===== config.mk =====
export PLATFORM = sky130hd
export DESIGN_NAME = touch_trimmed_mean_calibrate_flat
export DESIGN_NICKNAME = d
export VERILOG_FILES = /design/src/design/tmc_pkg.sv /design/src/design/tmc_if.sv /design/src/design/touch_trimmed_mean_calibrate.sv /design/src/design/tmc_calib.sv /design/src/flat_wrapper.sv
export VERILOG_INCLUDE_DIRS = /design/src /design/src/design
export SDC_FILE = /design/constraint.sdc
export NUM_CORES = 2
export LEC_CHECK = 0
export BUFFER_PORTS_ARGS = -buffer_cell sky130_fd_sc_hd__buf_2
export CORE_UTILIZATION = 40
export CTS_BUF_LIST = sky130_fd_sc_hd__clkbuf_8
export DETAILED_ROUTE_END_ITERATION = 10
export SETUP_SLACK_MARGIN = 0.05
export SYNTH_ARGS = -nofsm -noshare
export SYNTH_HDL_FRONTEND = slang
export SYNTH_SLANG_ARGS = --single-unit

===== constraint.sdc =====
create_clock -name clock -period 7.4 [get_ports clock]
set_input_delay 1.11 -clock clock [delete_from_list [all_inputs] [get_ports clock]]
set_output_delay 1.11 -clock clock [all_outputs]
set_load 0.02 [all_outputs]

===== src/design/touch_trimmed_mean_calibrate_assert.svh =====
// Assertion macros for the touch trimmed-mean calibration block
`ifndef TOUCH_TRIMMED_MEAN_CALIBRATE_ASSERT_SVH
`define TOUCH_TRIMMED_MEAN_CALIBRATE_ASSERT_SVH

`ifndef SYNTHESIS
`define TMC_ASSERT_ALWAYS(lbl, clk, rst, cond, msg) \
   lbl: assert property (@(posedge clk) disable iff (rst) (cond)) else $error(msg);
`define TMC_ASSERT_IMP(lbl, clk, rst, ante, cons, msg) \
   lbl: assert property (@(posedge clk) disable iff (rst) (ante) |-> (cons)) else $error(msg);
`define TMC_ASSERT_NEXT(lbl, clk, rst, ante, cons, msg) \
   lbl: assert property (@(posedge clk) disable iff (rst) (ante) |=> (cons)) else $error(msg);
`else
`define TMC_ASSERT_ALWAYS(lbl, clk, rst, cond, msg)
`define TMC_ASSERT_IMP(lbl, clk, rst, ante, cons, msg)
`define TMC_ASSERT_NEXT(lbl, clk, rst, ante, cons, msg)
`endif

`endif


===== src/design/tmc_pkg.sv =====
// Shared types and constants for the touch trimmed-mean calibration block
package tmc_pkg;

   localparam int SAMPLE_W   = 12;
   localparam int RAW_W      = 12;
   localparam int SCREEN_W   = 15;
   localparam int GAIN_W     = 20;
   localparam int OFFSET_W   = 16;
   localparam int FRAC_W     = 16;
   localparam int CSR_IDX_W  = 2;
   localparam int CSR_DATA_W = 20;

   localparam int SAMPLE_MAX           = 4095;
   localparam int SAMPLES_PER_AXIS_DEF = 5;

   localparam logic signed [GAIN_W-1:0]   X_GAIN_RST   = 20'sd2281;
   localparam logic signed [GAIN_W-1:0]   Y_GAIN_RST   = 20'sd2822;
   localparam logic signed [OFFSET_W-1:0] X_OFFSET_RST = -16'sd5;
   localparam logic signed [OFFSET_W-1:0] Y_OFFSET_RST = -16'sd7;

   typedef enum logic [CSR_IDX_W-1:0] {
      CSR_X_GAIN   = 2'd0,
      CSR_Y_GAIN   = 2'd1,
      CSR_X_OFFSET = 2'd2,
      CSR_Y_OFFSET = 2'd3
   } csr_idx_type;

   typedef struct packed {
      logic signed [GAIN_W-1:0]   gain;
      logic signed [OFFSET_W-1:0] offset;
   } cal_type;

endpackage


===== src/design/tmc_if.sv =====
// Handshake channels: sample input, result output, register writes
interface tmc_req_if import tmc_pkg::*; ();
   logic                valid;
   logic                ready;
   logic [SAMPLE_W-1:0] sample;
   modport source (output valid, output sample, input ready);
   modport sink   (input valid, input sample, output ready);
endinterface

interface tmc_rsp_if import tmc_pkg::*; ();
   logic                valid;
   logic                ready;
   logic [RAW_W-1:0]    raw_x;
   logic [RAW_W-1:0]    raw_y;
   logic [SCREEN_W-1:0] screen_x;
   logic [SCREEN_W-1:0] screen_y;
   modport source (output valid, output raw_x, output raw_y, output screen_x,
                   output screen_y, input ready);
   modport sink   (input valid, input raw_x, input raw_y, input screen_x,
                   input screen_y, output ready);
endinterface

interface tmc_csr_if import tmc_pkg::*; ();
   logic                  valid;
   logic                  ready;
   logic [CSR_IDX_W-1:0]  index;
   logic [CSR_DATA_W-1:0] data;
   modport source (output valid, output index, output data, input ready);
   modport sink   (input valid, input index, input data, output ready);
endinterface


===== src/design/touch_trimmed_mean_calibrate.sv =====
// Touch trimmed-mean filter: one sample accepted per cycle, no gaps needed.
// After its last Y sample is accepted, a group's result passes through the close
// stage, then the calibration stage, then the output register.
// Input stalls only while a finished group sits in the close stage with both
// the calibration stage and the output register full and rsp ready low.
// Synchronous reset clears the sample position, accumulators, stage valids and
// loads the default calibration registers.
`include "touch_trimmed_mean_calibrate_assert.svh"

module touch_trimmed_mean_calibrate import tmc_pkg::*; #(
   parameter int SAMPLES_PER_AXIS = SAMPLES_PER_AXIS_DEF
) (
   input logic        clock,
   input logic        reset,
   tmc_req_if.sink    req_ch,
   tmc_rsp_if.source  rsp_ch,
   tmc_csr_if.sink    csr_ch
);

   localparam int GROUP  = 2 * SAMPLES_PER_AXIS;
   localparam int IDX_W  = $clog2(GROUP);
   localparam int SUM_W  = $clog2(SAMPLES_PER_AXIS * SAMPLE_MAX + 1);
   // floor division by SAMPLES_PER_AXIS - 2 as an exact reciprocal multiply
   localparam int DIV_D  = SAMPLES_PER_AXIS - 2;
   localparam int DIV_L  = $clog2(DIV_D);
   localparam int DIV_K  = SUM_W + DIV_L;
   localparam int M_W    = DIV_K + 1;
   localparam int DIV_M  = ((1 << DIV_K) + DIV_D - 1) / DIV_D;
   localparam int PROD_W = SUM_W + M_W;

   localparam logic [IDX_W-1:0] LAST_X = IDX_W'(SAMPLES_PER_AXIS - 1);
   localparam logic [IDX_W-1:0] LAST_Y = IDX_W'(GROUP - 1);
   localparam logic [IDX_W-1:0] FIRST_Y = IDX_W'(SAMPLES_PER_AXIS);

   // calibration registers
   cal_type cal_x_ff, cal_y_ff;

   assign csr_ch.ready = 1'b1;

   always_ff @(posedge clock) begin
      if (reset) begin
         cal_x_ff <= '{gain: X_GAIN_RST, offset: X_OFFSET_RST};
         cal_y_ff <= '{gain: Y_GAIN_RST, offset: Y_OFFSET_RST};
      end else if (csr_ch.valid) begin
         unique case (csr_idx_type'(csr_ch.index))
            CSR_X_GAIN:   cal_x_ff.gain   <= csr_ch.data;
            CSR_Y_GAIN:   cal_y_ff.gain   <= csr_ch.data;
            CSR_X_OFFSET: cal_x_ff.offset <= csr_ch.data[OFFSET_W-1:0];
            CSR_Y_OFFSET: cal_y_ff.offset <= csr_ch.data[OFFSET_W-1:0];
         endcase
      end
   end

   // accumulate stage
   logic [IDX_W-1:0]    idx_ff, idx_in;
   logic [SUM_W-1:0]    sum_ff, sum_in, sum_add;
   logic [SAMPLE_W-1:0] min_ff, min_in, min_add;
   logic [SAMPLE_W-1:0] max_ff, max_in, max_add;
   logic                take, closing;

   // close stage
   logic                s1_v_ff, s1_v_in, s1_y_ff, s1_free;
   logic [SUM_W-1:0]    s1_sum_ff;
   logic [SAMPLE_W-1:0] s1_min_ff, s1_max_ff;
   logic [SUM_W-1:0]    trim;
   logic [PROD_W-1:0]   quot_prod;
   logic [RAW_W-1:0]    mean;
   logic [RAW_W-1:0]    held_x_ff;

   // calibration stage and output register
   logic                s2_v_ff, s2_v_in, s2_free, s2_load;
   logic [RAW_W-1:0]    s2_raw_x_ff, s2_raw_y_ff;
   logic                out_v_ff, out_v_in, out_free, out_load;
   logic [RAW_W-1:0]    out_raw_x_ff, out_raw_y_ff;
   logic [SCREEN_W-1:0] out_scr_x_ff, out_scr_y_ff, scr_x, scr_y;

   assign out_free = !out_v_ff || rsp_ch.ready;
   assign s2_free  = !s2_v_ff || out_free;
   assign s1_free  = !s1_v_ff || !s1_y_ff || s2_free;

   assign req_ch.ready = s1_free;
   assign take    = req_ch.valid && req_ch.ready;
   assign closing = (idx_ff == LAST_X) || (idx_ff == LAST_Y);

   assign sum_add = sum_ff + SUM_W'(req_ch.sample);
   assign min_add = (req_ch.sample < min_ff) ? req_ch.sample : min_ff;
   assign max_add = (req_ch.sample > max_ff) ? req_ch.sample : max_ff;

   always_comb begin
      idx_in = idx_ff;
      sum_in = sum_ff;
      min_in = min_ff;
      max_in = max_ff;
      if (take) begin
         idx_in = (idx_ff == LAST_Y) ? '0 : idx_ff + 1'b1;
         if (closing) begin
            sum_in = '0;
            min_in = '1;
            max_in = '0;
         end else begin
            sum_in = sum_add;
            min_in = min_add;
            max_in = max_add;
         end
      end
   end

   always_ff @(posedge clock) begin
      if (reset) begin
         idx_ff <= '0;
         sum_ff <= '0;
         min_ff <= '1;
         max_ff <= '0;
      end else begin
         idx_ff <= idx_in;
         sum_ff <= sum_in;
         min_ff <= min_in;
         max_ff <= max_in;
      end
   end

   // close stage: an X close just updates the held mean, a Y close moves on
   always_comb begin
      s1_v_in = s1_v_ff;
      if (take && closing) begin
         s1_v_in = 1'b1;
      end else if (s1_v_ff && (!s1_y_ff || s2_free)) begin
         s1_v_in = 1'b0;
      end
   end

   always_ff @(posedge clock) begin
      if (reset) begin
         s1_v_ff <= 1'b0;
      end else begin
         s1_v_ff <= s1_v_in;
      end
      if (take && closing) begin
         s1_y_ff   <= (idx_ff == LAST_Y);
         s1_sum_ff <= sum_add;
         s1_min_ff <= min_add;
         s1_max_ff <= max_add;
      end
   end

   assign trim      = s1_sum_ff - SUM_W'(s1_min_ff) - SUM_W'(s1_max_ff);
   assign quot_prod = PROD_W'(trim) * PROD_W'(DIV_M);
   assign mean      = quot_prod[DIV_K+RAW_W-1:DIV_K];

   always_ff @(posedge clock) begin
      if (reset) begin
         held_x_ff <= '0;
      end else if (s1_v_ff && !s1_y_ff) begin
         held_x_ff <= mean;
      end
   end

   assign s2_load = s1_v_ff && s1_y_ff && s2_free;

   always_comb begin
      s2_v_in = s2_v_ff;
      if (s2_load) begin
         s2_v_in = 1'b1;
      end else if (out_free) begin
         s2_v_in = 1'b0;
      end
   end

   always_ff @(posedge clock) begin
      if (reset) begin
         s2_v_ff <= 1'b0;
      end else begin
         s2_v_ff <= s2_v_in;
      end
      if (s2_load) begin
         s2_raw_x_ff <= held_x_ff;
         s2_raw_y_ff <= mean;
      end
   end

   tmc_calib u_calib_x (
      .cal    (cal_x_ff),
      .raw    (s2_raw_x_ff),
      .screen (scr_x)
   );

   tmc_calib u_calib_y (
      .cal    (cal_y_ff),
      .raw    (s2_raw_y_ff),
      .screen (scr_y)
   );

   assign out_load = s2_v_ff && out_free;

   always_comb begin
      out_v_in = out_v_ff;
      if (out_load) begin
         out_v_in = 1'b1;
      end else if (rsp_ch.ready) begin
         out_v_in = 1'b0;
      end
   end

   always_ff @(posedge clock) begin
      if (reset) begin
         out_v_ff <= 1'b0;
      end else begin
         out_v_ff <= out_v_in;
      end
      if (out_load) begin
         out_raw_x_ff <= s2_raw_x_ff;
         out_raw_y_ff <= s2_raw_y_ff;
         out_scr_x_ff <= scr_x;
         out_scr_y_ff <= scr_y;
      end
   end

   assign rsp_ch.valid    = out_v_ff;
   assign rsp_ch.raw_x    = out_raw_x_ff;
   assign rsp_ch.raw_y    = out_raw_y_ff;
   assign rsp_ch.screen_x = out_scr_x_ff;
   assign rsp_ch.screen_y = out_scr_y_ff;

   `TMC_ASSERT_ALWAYS(a_idx_range, clock, reset, idx_ff <= LAST_Y, "sample position out of group")
   `TMC_ASSERT_IMP(a_min_le_max, clock, reset, (idx_ff != '0) && (idx_ff != FIRST_Y), min_ff <= max_ff, "running min above running max")
   `TMC_ASSERT_NEXT(a_y_close_moves, clock, reset, s1_v_ff && s1_y_ff && s2_free, s2_v_ff, "Y close lost before calibration")
   `TMC_ASSERT_NEXT(a_s2_to_out, clock, reset, s2_v_ff && out_free, rsp_ch.valid, "calibrated item not presented")

endmodule


===== src/design/tmc_calib.sv =====
// Linear calibration of one axis: gain * raw + offset, truncated and clamped
module tmc_calib import tmc_pkg::*; (
   input  cal_type             cal,
   input  logic [RAW_W-1:0]    raw,
   output logic [SCREEN_W-1:0] screen
);

   localparam int PROD_W = GAIN_W + RAW_W + 1;
   localparam int OFFS_W = OFFSET_W + FRAC_W;
   localparam int ACC_W  = PROD_W + 1;

   logic signed [PROD_W-1:0] prod;
   logic signed [OFFS_W-1:0] offs_sh;
   logic signed [ACC_W-1:0]  acc;

   assign prod    = PROD_W'(cal.gain) * PROD_W'($signed({1'b0, raw}));
   assign offs_sh = {cal.offset, FRAC_W'(0)};
   assign acc     = ACC_W'(prod) + ACC_W'(offs_sh);

   // non-negative sum: shifting right is truncation toward zero
   always_comb begin
      if (acc[ACC_W-1]) begin
         screen = '0;
      end else if (|acc[ACC_W-2:FRAC_W+SCREEN_W]) begin
         screen = '1;
      end else begin
         screen = acc[FRAC_W+SCREEN_W-1:FRAC_W];
      end
   end

endmodule


===== src/flat_wrapper.sv =====
// flat-port wrapper written by rule: the top's interface ports become plain ports
module touch_trimmed_mean_calibrate_flat import tmc_pkg::*;
#(
   parameter int SAMPLES_PER_AXIS = SAMPLES_PER_AXIS_DEF
)
  (clock, reset, req_ch_valid, req_ch_sample, req_ch_ready, rsp_ch_valid, rsp_ch_raw_x, rsp_ch_raw_y, rsp_ch_screen_x, rsp_ch_screen_y, rsp_ch_ready, csr_ch_valid, csr_ch_index, csr_ch_data, csr_ch_ready);
  tmc_req_if req_ch_i ();
  tmc_rsp_if rsp_ch_i ();
  tmc_csr_if csr_ch_i ();
  input logic clock;
  input logic reset;
  input wire logic [$bits(req_ch_i.valid)-1:0] req_ch_valid;
  input wire logic [$bits(req_ch_i.sample)-1:0] req_ch_sample;
  output wire logic [$bits(req_ch_i.ready)-1:0] req_ch_ready;
  output wire logic [$bits(rsp_ch_i.valid)-1:0] rsp_ch_valid;
  output wire logic [$bits(rsp_ch_i.raw_x)-1:0] rsp_ch_raw_x;
  output wire logic [$bits(rsp_ch_i.raw_y)-1:0] rsp_ch_raw_y;
  output wire logic [$bits(rsp_ch_i.screen_x)-1:0] rsp_ch_screen_x;
  output wire logic [$bits(rsp_ch_i.screen_y)-1:0] rsp_ch_screen_y;
  input wire logic [$bits(rsp_ch_i.ready)-1:0] rsp_ch_ready;
  input wire logic [$bits(csr_ch_i.valid)-1:0] csr_ch_valid;
  input wire logic [$bits(csr_ch_i.index)-1:0] csr_ch_index;
  input wire logic [$bits(csr_ch_i.data)-1:0] csr_ch_data;
  output wire logic [$bits(csr_ch_i.ready)-1:0] csr_ch_ready;
  assign req_ch_i.valid = req_ch_valid;
  assign req_ch_i.sample = req_ch_sample;
  assign req_ch_ready = req_ch_i.ready;
  assign rsp_ch_valid = rsp_ch_i.valid;
  assign rsp_ch_raw_x = rsp_ch_i.raw_x;
  assign rsp_ch_raw_y = rsp_ch_i.raw_y;
  assign rsp_ch_screen_x = rsp_ch_i.screen_x;
  assign rsp_ch_screen_y = rsp_ch_i.screen_y;
  assign rsp_ch_i.ready = rsp_ch_ready;
  assign csr_ch_i.valid = csr_ch_valid;
  assign csr_ch_i.index = csr_ch_index;
  assign csr_ch_i.data = csr_ch_data;
  assign csr_ch_ready = csr_ch_i.ready;
  touch_trimmed_mean_calibrate #(.SAMPLES_PER_AXIS(SAMPLES_PER_AXIS)) u_core (.clock(clock), .reset(reset), .req_ch(req_ch_i), .rsp_ch(rsp_ch_i), .csr_ch(csr_ch_i));
endmodule

Yosys cells after proc, flatten, opt, wreduce, memory -nomap -nowiden --
Cells that the tools add are included.
Word-level totals: latch bits 0, register bits 248, output and inout port bits 57, memories 0, RAM bits 0, memory bits (read-only) 0
Cells by class: bitwise operators 0, multipliers 3, shift operators 0, reduce and logical (&&, ||, !) cells 27, equality and inequality tests 5, divide/modulo/power cells 0, magnitude comparators 2, muxes and demuxes 14, add/subtract/negate cells 6
Operator list (count):
- adder 33 x 32 -> 34 bit | 2
- multiplier 20 x 13 -> 33 bit | 2
- two-way mux 12 bit | 4
- two-way mux 15 bit | 3
- subtractor 15 x 12 -> 15 bit | 2
- multiplier 15 x 16 -> 29 bit (second input constant) | 1
- adder 15 x 12 -> 15 bit | 1
- greater-than comparator 12 bit | 1
- < comparator 12 bit | 1
- AND reduction 2 bit | 4
- logical AND 1 bit | 7
- logical OR 1 bit | 6
- two-way mux 1 bit | 6
- nonzero test 2 bit | 3
- adder 4 x 1 -> 4 bit (second input constant) | 1
- == test 2 bit (second input constant) | 2
- == test 4 x 3 -> 1 bit (second input constant) | 1
- == test 4 bit (second input constant) | 1
- logical NOT 1 bit | 4
- two-way mux 4 bit | 1
- OR reduction 2 bit | 2
- == test 2 x 1 -> 1 bit (second input constant) | 1
- logical NOT 2 bit | 1

Longest topological paths before layout --
depth after elaboration 7, gate-level depth with buffers 34

Modules after synthesis --
Synthesis repeated with hierarchy kept, for this count alone.
Second synthesis, totals: cell total of the unflattened synthesis 3311, area, all modules 31944.4 µm²
Modules (own cells, without submodules):
- touch_trimmed_mean_calibrate | area each 13889.6 µm², instances 1, cells an instance 1299
- tmc_calib (u_core.u_calib_x) | area each 9064.9 µm², instances 1, cells an instance 1004
- tmc_calib (u_core.u_calib_y) | area each 8989.9 µm², instances 1, cells an instance 1008

Worst setup path after synthesis --
Ideal clock, no wire load.
kind register -> register, from register u_core.s1_min_ff[2], to register u_core.held_x_ff[10], library setup time 116 ps, stages on the path, launching flop included 34, path buffers 0, data arrival time 7990 ps, data required time 7284 ps, path slack -707 ps, path through edfxtp_1 -> inv_1 -> fa_1 -> ha_1 -> nor2b_1 -> o21ai_1 -> nand2_1 -> a2111oi_0 -> nor3_1 -> a41o_1 -> o41ai_4 -> o21ai_0 -> xnor2_1 -> ha_1 -> inv_1 -> fa_1 -> inv_1 -> fa_1 -> inv_1 -> fa_1 -> fa_1 -> inv_1 -> fa_1 -> ha_1 -> and3_1 -> a221o_1 -> a221o_1 -> a41o_1 -> a21oi_2 -> o211ai_1 -> nor2b_1 -> a21bo_2 -> xor2_1 -> a31o_2
On the way: cells in the longest elaborated chain, start to end 3
RTL lines:
- start: declaration | RTL line touch_trimmed_mean_calibrate.sv:64 | logic [SAMPLE_W-1:0] s1_min_ff, s1_max_ff;
- start signal: assignment | RTL line touch_trimmed_mean_calibrate.sv:141 | s1_min_ff <= min_add;
- subtractor 15 x 12 -> 15 bit (2 in series) | RTL line touch_trimmed_mean_calibrate.sv:146 | assign trim = s1_sum_ff - SUM_W'(s1_min_ff) - SUM_W'(s1_max_ff);
- multiplier 15 x 16 -> 29 bit | RTL line touch_trimmed_mean_calibrate.sv:147 | assign quot_prod = PROD_W'(trim) * PROD_W'(DIV_M);
- net u_core.mean[10] | RTL line touch_trimmed_mean_calibrate.sv:67 | logic [RAW_W-1:0] mean;
- end signal: assignment | RTL line touch_trimmed_mean_calibrate.sv:154 | held_x_ff <= mean;
- end: declaration | RTL line touch_trimmed_mean_calibrate.sv:68 | logic [RAW_W-1:0] held_x_ff;
The timed path passes the listed nets, and every way through them passes these cells. A chain may end at the register's enable or synchronous reset.

Worst setup path in the final report --
from register u_core.s1_sum_ff[2], to register u_core.held_x_ff[10]
On the way: cells in the longest elaborated chain, start to end 3
RTL lines:
- start: declaration | RTL line touch_trimmed_mean_calibrate.sv:63 | logic [SUM_W-1:0] s1_sum_ff;
- start signal: assignment | RTL line touch_trimmed_mean_calibrate.sv:140 | s1_sum_ff <= sum_add;
- subtractor 15 x 12 -> 15 bit (2 in series) | RTL line touch_trimmed_mean_calibrate.sv:146
- multiplier 15 x 16 -> 29 bit | RTL line touch_trimmed_mean_calibrate.sv:147
- net u_core.mean[10] | RTL line touch_trimmed_mean_calibrate.sv:67
The timed path passes the listed nets, and every way through them passes these cells.

==> metrics.cfg <==
[run_status]
outcome = finished with violations
violations = negative setup slack

[global_routing]
grt_max_degree = 66
use_met3_pct = 2.88
top_usage_layer = met2
grt_pass1_vias = 22704
grt_pass1_wl_um = 121000
track_usage_pct = 19.4
antenna_found_initial = 2
grt.met1_usage_pct = 25.9
grt.met2_usage_pct = 33.3
grt_overflow = 0

[timing]
fmax_mhz = 124
min_period_over_period_pct = 109
rsz0062_at_grt = true
setup_tns_ns = -10.42
worst_pin_slew_ns = 1.16
period_needed_ns = 8.04
setup_ws_ns = -0.643
slew_headroom_pct = 22.4
maxSlewViolCount = 0
skew_ns = 0.0294
finalSetupViolCount = 22
hold_violations = 0

[worst_hold_path]
hold_path.class = flop to flop
min-delay-start = u_core.held_x_ff[7]$_SDFFE_PP0P_

[setup_path]
critPathMaxStageDelay_ns = 0.59
start_kind = flop
crit_fanout = 4
r2r-start = u_core.s1_sum_ff[2]$_DFFE_PP_
critPathArrivalTime_ns = 8.56
worst_path_max_delay_cell = fa_1
cp.required_ns = 7.92
crit_path_end_kind = flop
critical_path.startpoint = u_core.s1_sum_ff[2]$_DFFE_PP_
crit_top_cell = fa_1
critPathKind = flop to flop

[floorplan]
coreArea_um2 = 77600
initial_utilization_pct = 40.6
io-pin-count = 96
die_width_um = 283
die_h_um = 283
fp-row-count = 102
dieArea_um2 = 79800

[cts]
cts_sinks = 248
clk-insertion-delay-late_ns = 0.62
cts-root-buf = clkbuf_8
cts_hold_buf = 0
htree_levels = 2
path_clk_slew_ns = 0.06
numCtsBuffers = 46
cts_tree = built
clock_path_buffers = 3

[cells_and_area]
fin_area_um2 = 35300
final_common_cell = inv_1
syn2layout_area_growth_pct = 12.2
drive_above_1_share_pct = 12.3
fin_nets = 4306
final_util_pct = 45.5
final_cell_mix = 653 x inv_1, 547 x fa_1, 442 x nand2_1
fill_cells = 7576

[power_and_ir_drop]
ir_drop_mv = 0.193
seq_power_share_pct = 22.4
p_switching_uw = 3020
switching_share_pct = 40.6
power.share.clock_pct = 18.6
power_density_nw_per_um2 = 210
pwr-share-comb_pct = 59.0
leakage_uw = 0.0170
power.internal_uw = 4420

[detailed_routing]
finalWirelength_um = 74800
drtAntennaViolNets = 0
vias = 21992
post_drt_via_cell_ratio = 4.90
routedWlPerCell_um = 16.6
drc = 0
first_pass_iters = 5
drt_iter0_markers = 1046

[synthesis]
synth_edf_count = 118
synthesis.nets = 4125
synth_top_area_cell = fa_1
postSynth.asyncResetShare_pct = 0
synth_flop_cell = dfxtp_1
syn_area_um2 = 31500
postSynthAreaPerCell_um2 = 9.75
synth.area.top_cells = fa_1 35%, ha_1 12%, edfxtp_1 11%
ys_ff_latch = 248
synth_top_area_share_pct = 34.9
post_synth_num_cell_types = 68
synth_warnings = 0
synth-seq-area-share_pct = 19.5
synthCells = 3229

[place]
placed_area_um2 = 34000
portBuffers = 94
dp_hpwl_um = 60400
pre_cts_ws_ns = -0.854
gp_congestion = 0.835

[run]
max_cap_viol_count = 0

==> metal layers <==
metal,share of wire (%),wire length (um),vias up
li1,-,-,10400
met1,44,33100,11116
met2,49,36600,391
met3,4.9,3660,83
met4,1.9,1430,2
met5,0.016,12,-
==> synthesized netlist by cell type (all sizes together), types with 4 or more instances <==
master and number:
and3 7, nor3 14, inv 634, nor2 74, fa 548, o211ai 15
nand4 16, o21ai 37, mux2 21, o2111ai 14, nand2 443, clkbuf 128
xnor2 62, edfxtp 118, a21o 39, and2 245, o21bai 4, o21a 26
xor2 30, a22oi 23, nand2b 12, dfxtp 130, nand3 59, a21oi 136
a211oi 4, ha 309, nor2b 16, buf 8, a31oi 5, mux2i 4
or3 4
==> layout make-up <==
cell class | count | area, um2 | area share, %
multi-input combinational | 2210 | 22700 | 64.2
sequential | 248 | 6150 | 17.4
inverter | 635 | 2380 | 6.75
timing repair buffer | 269 | 1830 | 5.18
tap | 1040 | 1300 | 3.68
clock buffer | 58 | 798 | 2.26
clock inverter | 28 | 164 | 0.464
antenna | 4 | 10.0 | 0.0283
==> sequential cells by signal (all words and copies together) (netlist names) <==
| register | cells |
|---|---|
| u_core.s2_raw_x_ff | 12 |
| u_core.idx_ff | 4 |
| u_core.s1_min_ff | 12 |
| u_core.s2_v_ff | 1 |
| u_core.rsp_ch.valid | 1 |
| u_core.max_ff | 12 |
| u_core.rsp_ch.screen_y | 15 |
| u_core.rsp_ch.raw_x | 12 |
| u_core.s1_y_ff | 1 |
| u_core.rsp_ch.screen_x | 15 |
| u_core.sum_ff | 15 |
| u_core.rsp_ch.raw_y | 12 |
| u_core.cal_x_ff | 36 |
| u_core.s1_sum_ff | 15 |
| u_core.min_ff | 12 |
| u_core.cal_y_ff | 36 |
| u_core.s2_raw_y_ff | 12 |
| u_core.s1_v_ff | 1 |
| u_core.s1_max_ff | 12 |
| u_core.held_x_ff | 12 |
==> logic make-up after synthesis <==
| family | after synthesis | share of synthesized area [%] |
|---|---|---|
| and+or+nand+nor | 905 | 13.8 |
| adders and majority gates | 857 | 47.1 |
| buffers and inverters | 771 | 9.25 |
| AOI/OAI and AO/OA | 330 | 6.83 |
| DFF | 248 | 19.5 |
| xor gates and xnor gates | 92 | 2.61 |
| muxes | 25 | 0.879 |
| other | 1 | 0.0119 |
==> power by group through the flow <==
stage          combinational, uW  clock [uW]  sequential, uW
6_report                    4380        1390            1670
5_1_grt                     4970        1480            1670
4_1_cts                     4240        1420            1660
3_5_place_dp                4100           0            1690
3_3_place_gp                4070           0            1690
2_1_floorplan               2950           0            1660
==> critical path, delay by kind of cell (launching register included) <==
family                   cells  cell delay (ns)
adder cells (fa/ha/maj)      9             3.69
AO/OA/AOI/OAI               12             2.68
XOR/XNOR                     2             0.39
buffers and inverters        4             0.19
AND/OR/NAND/NOR              5             0.62
flip-flops                   1             0.40
==> final timing paths <==
check / cells past startpoint / slack, ns / end
max: 32 / -0.64 / u_core.held_x_ff[10]$_SDFFE_PP0P_
max reg2reg: 32 / -0.64 / u_core.held_x_ff[10]$_SDFFE_PP0P_
min: 0 / 0.43 / u_core.s2_raw_x_ff[7]$_DFFE_PP_
min reg2reg: 0 / 0.43 / u_core.s2_raw_x_ff[7]$_DFFE_PP_
==> timing repair <==
item	CTS	global route
endpoints found under the setup margin	22	39
pin swaps	22	17
buffers inserted	6	6
resized for setup	20	27
==> per-stage QoR <==
stage                     hold slack [ns]  total power (uW)  cells
after global routing                0.448              8120   4488
after CTS                           0.430              7320   4482
after floorplan                     0.400              4610   3229
after global placement              0.414              5760   4390
after detailed placement            0.419              5800   4390
final                               0.428              7430   4492
No activity file was read; power rests on OpenSTA's default activity.
